### src/design/tcw_pkg.sv
// ----------------------------------------------------------------------------
// tcw_pkg
// Shared constants, item codes and types for the text console writer.
// ----------------------------------------------------------------------------
`default_nettype none

package tcw_pkg;

  // Screen geometry
  localparam int COLUMNS = 80;
  localparam int ROWS    = 25;
  localparam int CELLS   = ROWS * COLUMNS;

  localparam int COL_W  = $clog2(COLUMNS);      // cursor / cell column
  localparam int LEN_W  = $clog2(COLUMNS + 1);  // column count 0..COLUMNS
  localparam int ROW_W  = $clog2(ROWS);         // cursor / cell row
  localparam int ROWC_W = $clog2(ROWS + 1);     // row count 0..ROWS
  localparam int ADDR_W = $clog2(CELLS);

  // Stream field widths
  localparam int CHAR_W     = 8;
  localparam int F_ROW_W    = 5;
  localparam int F_COL_W    = 7;
  localparam int IN_TDATA_W = 24;
  localparam int OUT_TDATA_W = 24;
  localparam int OUT_PAD_W  = OUT_TDATA_W - (F_COL_W + F_ROW_W + CHAR_W + 1);

  localparam logic [CHAR_W-1:0] NEWLINE_CODE = 8'h0A;
  localparam logic [CHAR_W-1:0] SPACE_CODE   = 8'h20;

  // op as carried on in_tuser
  localparam logic OP_WRITE = 1'b0;
  localparam logic OP_READ  = 1'b1;

  // Request classes handed from front to back
  typedef logic [1:0] tcw_kind_t;
  localparam tcw_kind_t KIND_CHAR     = 2'd0;
  localparam tcw_kind_t KIND_NEWLINE  = 2'd1;
  localparam tcw_kind_t KIND_READ     = 2'd2;
  localparam tcw_kind_t KIND_READ_OOR = 2'd3;

  // Queue between front and back
  localparam int QDEPTH = 4;
  localparam int QPTR_W = $clog2(QDEPTH);
  localparam int QCNT_W = $clog2(QDEPTH + 1);

  typedef struct packed {
    tcw_kind_t           kind;
    logic [CHAR_W-1:0]   char_code;
    logic [ADDR_W-1:0]   rd_addr;
    logic [ROW_W-1:0]    rd_row;
    logic [COL_W-1:0]    rd_col;
  } tcw_item_t;

endpackage

`default_nettype wire

### src/design/tcw_front.sv
// ----------------------------------------------------------------------------
// tcw_front
// Accepts stream requests, classifies them and queues them for the back end.
// ----------------------------------------------------------------------------
`default_nettype none

module tcw_front import tcw_pkg::*; (
  input  wire logic                  clk,
  input  wire logic                  rst_n,
  input  wire logic                  in_tvalid,
  output      logic                  in_tready,
  input  wire logic [IN_TDATA_W-1:0] in_tdata,  // char_code[7:0] read_row[12:8] read_col[19:13]
  input  wire logic                  in_tuser,  // op
  output      logic                  q_valid,
  output      tcw_item_t             q_item,
  input  wire logic                  q_pop
);

  logic [CHAR_W-1:0]  f_char;
  logic [F_ROW_W-1:0] f_row;
  logic [F_COL_W-1:0] f_col;
  logic               in_range;
  tcw_item_t          cls;

  tcw_item_t          q_mem_r [QDEPTH];
  logic [QPTR_W-1:0]  wr_ptr_r, wr_ptr_nxt;
  logic [QPTR_W-1:0]  rd_ptr_r, rd_ptr_nxt;
  logic [QCNT_W-1:0]  cnt_r, cnt_nxt;
  logic               push;

  assign f_char = in_tdata[7:0];
  assign f_row  = in_tdata[12:8];
  assign f_col  = in_tdata[19:13];

  assign in_range = (int'(f_row) < ROWS) && (int'(f_col) < COLUMNS);

  always_comb begin
    cls.char_code = f_char;
    cls.rd_addr   = '0;
    cls.rd_row    = '0;
    cls.rd_col    = '0;
    if (in_tuser == OP_READ) begin
      if (in_range) begin
        cls.kind    = KIND_READ;
        cls.rd_row  = ROW_W'(f_row);
        cls.rd_col  = COL_W'(f_col);
        cls.rd_addr = ADDR_W'(int'(f_row) * COLUMNS + int'(f_col));
      end else begin
        cls.kind = KIND_READ_OOR;
      end
    end else if (f_char == NEWLINE_CODE) begin
      cls.kind = KIND_NEWLINE;
    end else begin
      cls.kind = KIND_CHAR;
    end
  end

  assign in_tready = (int'(cnt_r) != QDEPTH);
  assign push      = in_tvalid && in_tready;
  assign q_valid   = (cnt_r != '0);
  assign q_item    = q_mem_r[rd_ptr_r];

  always_comb begin
    wr_ptr_nxt = push  ? wr_ptr_r + QPTR_W'(1) : wr_ptr_r;
    rd_ptr_nxt = q_pop ? rd_ptr_r + QPTR_W'(1) : rd_ptr_r;
    cnt_nxt    = cnt_r + QCNT_W'(push) - QCNT_W'(q_pop);
  end

  always_ff @(posedge clk) begin
    if (!rst_n) begin
      wr_ptr_r <= '0;
      rd_ptr_r <= '0;
      cnt_r    <= '0;
    end else begin
      wr_ptr_r <= wr_ptr_nxt;
      rd_ptr_r <= rd_ptr_nxt;
      cnt_r    <= cnt_nxt;
    end
  end

  always_ff @(posedge clk) begin
    if (push) begin
      q_mem_r[wr_ptr_r] <= cls;
    end
  end

`ifndef SYNTHESIS
  a_cnt_bound: assert property (@(posedge clk) disable iff (!rst_n)
    int'(cnt_r) <= QDEPTH)
    else $error("queue count beyond depth");
`endif

endmodule

`default_nettype wire

### config.mk
export PLATFORM = sky130hd
export DESIGN_NAME = tcw_front
export DESIGN_NICKNAME = d
export VERILOG_FILES = /design/src/design/tcw_pkg.sv /design/src/design/tcw_front.sv
export SDC_FILE = /design/constraint.sdc
export NUM_CORES = 1
export LEC_CHECK = 0
export BUFFER_PORTS_ARGS = -buffer_cell sky130_fd_sc_hd__buf_2
export CORE_MARGIN = 1
export CORE_UTILIZATION = 57
export DETAILED_ROUTE_END_ITERATION = 8
export PLACE_DENSITY = 0.79
export SLEW_MARGIN = 25
export SYNTH_ARGS = -nofsm -noshare
export SYNTH_HDL_FRONTEND = slang
export SYNTH_SLANG_ARGS = --single-unit
export TNS_END_PERCENT = 10
### constraint.sdc
create_clock -name clk -period 3.3 [get_ports clk]
set_clock_uncertainty 0.15 [all_clocks]
set_input_delay 0.66 -clock clk [delete_from_list [all_inputs] [get_ports clk]]
set_output_delay 0.66 -clock clk [all_outputs]
set_load 0.1 [all_outputs]
==> results list <==
- Synthesis Warnings: 0
- Fin Hold WS: 0.2233 ns
- The synthesized netlist devotes 4.840% of its cell area to adder and majority cells.
* Leak Pwr: 2.220 nW
- Setup repair after global routing missed its margin: false
- Total nets after synthesis: 304
- Number of diodes: 0
- The die covers 9363 um^2.
- Simple-gate share of the synthesized area: 5.280%
* Mapped Avg Cell Area: 19.92 um^2
- Result of the run: finished clean
* Drt first pass iters: 4
- Required time of the worst setup path: 2.49 ns
- Number of cells in the design after placement: 419
* Normalized max-slew margin: 67.80%
* Number of standard cells in the layout, taps in and fillers out: 451
- Clock slew at reported path FFs: 0.06 ns
- Global routing used 20.42% of the available tracks.
* Number of buffers inserted for hold repair after clock tree synthesis: 0
- Setup violation total in the final timing report: 0
- Peak supply drop: 597.1 uV
- Synthesized-area fraction occupied by ao, oa, aoi and oai cells: 1.418%
- The final number of max-transition violations is 0.
- Post-cts sizing count: 0
* Clock tree from TritonCTS: done
* DR WL/cell: 19.43 um
- In the synthesized netlist, mux cells make up 12.76% of the area.
- Counting cells, the worst reg-to-reg path comes to 10.
- Pin count of the biggest net entering global routing: 30
- With fillers left out, the area of the finished cells amounts to 6085 um^2.
- At the end of the flow, the number of nets in the layout was 377.
- Clock buffers created by TritonCTS: 17
- Shortest clock period the worst path allows after layout: 2.792 ns
- The cell count after synthesis came out at 257.
- Internal power comes to 0.003259 W.
- Summed over all nets, the half-perimeter wirelength after detailed placement is 5141 um.
- Comb pwr share: 28.4%
- In this run the deepest clock path goes through 2 buffers.
- Of the total synthesized cell area, the portion taken by XOR and XNOR cells is 2.004%.
- Kind of start point of the critical path: register
- For the pin with the worst max-slew slack, the measured transition is 0.4755 ns.
- Upper clock frequency limit: 0.3582 GHz
- Relative contribution of sequential cells to total power: 38.8%
- Among all stages on the critical path, the largest delay is contributed by mux4_2.
- The first routing iteration left 142 violations.
* Die boundary width: 96.77 um
- Number of hold violations in the final report: 0
- Portion of the clock cycle consumed by the worst path in the final layout: 84.59%
- Residual DRC count: 0
* Count of pins on the block boundary: 64
- Along the worst hold path, the cell count comes to 1.
- The worst setup path is captured at a primary output.
- Number of clock sinks: 125
- The H-tree was split into 4 levels.
- Number of rows created at floorplan: 34
* Cell-by-cell listing of the critical path: buf_12 > mux4_2 > buf_2
- Growth of design area from synthesis to finish: 18.87%
- Once placement finished, the instance area stood at 5533 um^2.
- The first global-routing pass estimated 13,920 um of wire.
- The count of nets left with antenna violations once routing finished came out at 0.
- The layout has 554 filler cells.
- The via count of the first global-routing pass was 2,700.
* Most common cell after layout, fill and taps aside: edfxtp_1
* Combined area of all synthesized cells: 5119 um^2
- Crit Path Category: reg2out
* Slowest stage delay, CP: 0.57 ns
* Clock latency on the worst-skew pair: 0.51 ns
- For this design the total switching power over the nets is 0.001872 W.
- Routability Congestion: 0.8233
- The initial antenna violation count came to 0.
* Number of input and output port buffers inserted: 59
- The synthesized design contains 125 register bits.
* Hold crit path type: in2reg
- The number of setup buffers added after CTS is 0.
* Max-cap viol count: 0
* P per Cell Area: 843.2 nW/um^2
- Clock tree root driver cell: clkbuf_8
* Synth unique cells: 31
- Along the worst path, the maximum fanout reaches 29.
- In this run switching power makes up 36.48% of total power.
- By area, the combinational part of the netlist is dominated by multiplexers.
- Most frequent cells in the layout: edfxtp_1 (116), buf_2 (59), mux4_2 (29), and2_1 (22), clkbuf_16 (16)
- Vertical die dimension: 96.77 um
- Once the floorplan was initialized, standard cells occupied 58.69% of the core.
* GR Overflow Total: 0
- After synthesis, flip-flops and latches occupy 71.57% of the total area.
* Area of the placeable core: 8721 um^2
* Total wire length: 8763 um
- The final route contains 2,596 vias.
- Setup total negative slack on the finished layout was measured at 0 ns.
* Via density per instance: 5.756
- Fraction of final layout cells sized beyond drive strength 1: 38.48%
- Clock network power share: 32.8%
- Data arrives at the worst endpoint at 1.98 ns.
[stage by stage]
stage	worst slack [ns]	total power [W]	utilization, %
final	0.5084	0.005131	69.77
after global routing	0.4304	0.005310	69.77
after detailed placement	0.2297	0.003484	63.44
after floorplan	0.5347	0.003260	-
after CTS	0.4631	0.005177	69.77
after global placement	0.2772	0.003464	63.44
[state kept, by name, indices dropped and copies added (netlist names), named ones only]
register  count
cnt_r         3
q_mem_r     116
rd_ptr_r      2
wr_ptr_r      2
[cell type report]
type,instances,area (um^2),area share [%]
Inverter,9,33.78,0.5552
Clock buffer,17,414.1,6.806
Clock inverter,15,137.6,2.262
Sequential cell,125,3665,60.23
Tap cell,108,135.1,2.221
Multi-Input combinational cell,112,1346,22.13
Timing Repair Buffer,65,352.8,5.799
[critical path, delay by kind of cell (launching register included)]
family                 cells  cell delay [ns]
buffers and inverters      2             0.56
muxes                      1             0.57
DFF                        1             0.34
[routing by layer]
layer	GRT usage, %	wire length [um]	up-vias
met1	25.45	3565	1341
met4	7.577	71	0
met5	0	0	-
met2	33.91	4682	87
met3	6.286	443	7
li1	-	-	1161
[power groups by stage]
| stage | clock (W) | sequential (W) | combinational (W) |
|---|---|---|---|
| after floorplan | 0 | 0.00200 | 0.00126 |
| after global placement | 0 | 0.00200 | 0.00146 |
| after detailed placement | 0 | 0.00202 | 0.00146 |
| after CTS | 0.00171 | 0.00199 | 0.00147 |
| after global routing | 0.00178 | 0.00201 | 0.00152 |
| final | 0.00168 | 0.00199 | 0.00146 |
[kinds of logic (layout without fill, tap and decap cells)]
kind of cell	count (synthesis)	count (layout)
adder cells (fa/ha/maj)	18	18
XOR/XNOR	10	10
flip-flops	125	125
multiplexers	29	29
AND/OR/NAND/NOR	44	44
buffers and inverters	20	106
AO/OA/AOI/OAI	11	11
[path summary, 6_finish.rpt]
check	slack, ns	startpoint	to
min reg2reg	0.36	wr_ptr_r[1]	wr_ptr_r[1]
min	0.22	in_tdata[1]	q_mem_r[3][24]
max	0.51	register	q_item[22]
max reg2reg	0.93	cnt_r[2]	cnt_r[2]
[cell usage after synthesis]
cell type,count,area (um^2)
nand2b_1,1,6.260
inv_2,1,3.750
clkbuf_1,1,3.750
a21o_1,3,22.52
o311ai_1,1,8.760
ha_1,15,187.7
xnor2_1,7,61.31
and2_1,22,137.6
a21boi_2,1,11.26
or3b_4,1,11.26
nand3_1,1,5.000
nor4b_1,2,17.52
dfxtp_1,9,180.2
o21ai_0,2,10.01
and3_1,5,31.28
fa_1,3,60.06
nand4b_1,1,8.760
mux4_2,29,653.1
or3_1,1,6.260
or3_2,1,7.510
a21oi_1,4,20.02
buf_6,1,11.26
buf_4,6,45.04
xor3_1,1,23.77
edfxtp_1,116,3483
nand2_1,4,15.01
and2_4,1,8.760
nor2_1,4,15.01
buf_2,3,15.01
xor2_1,2,17.52
inv_1,8,30.03
Note: power is estimated with default switching activity, not from simulation.
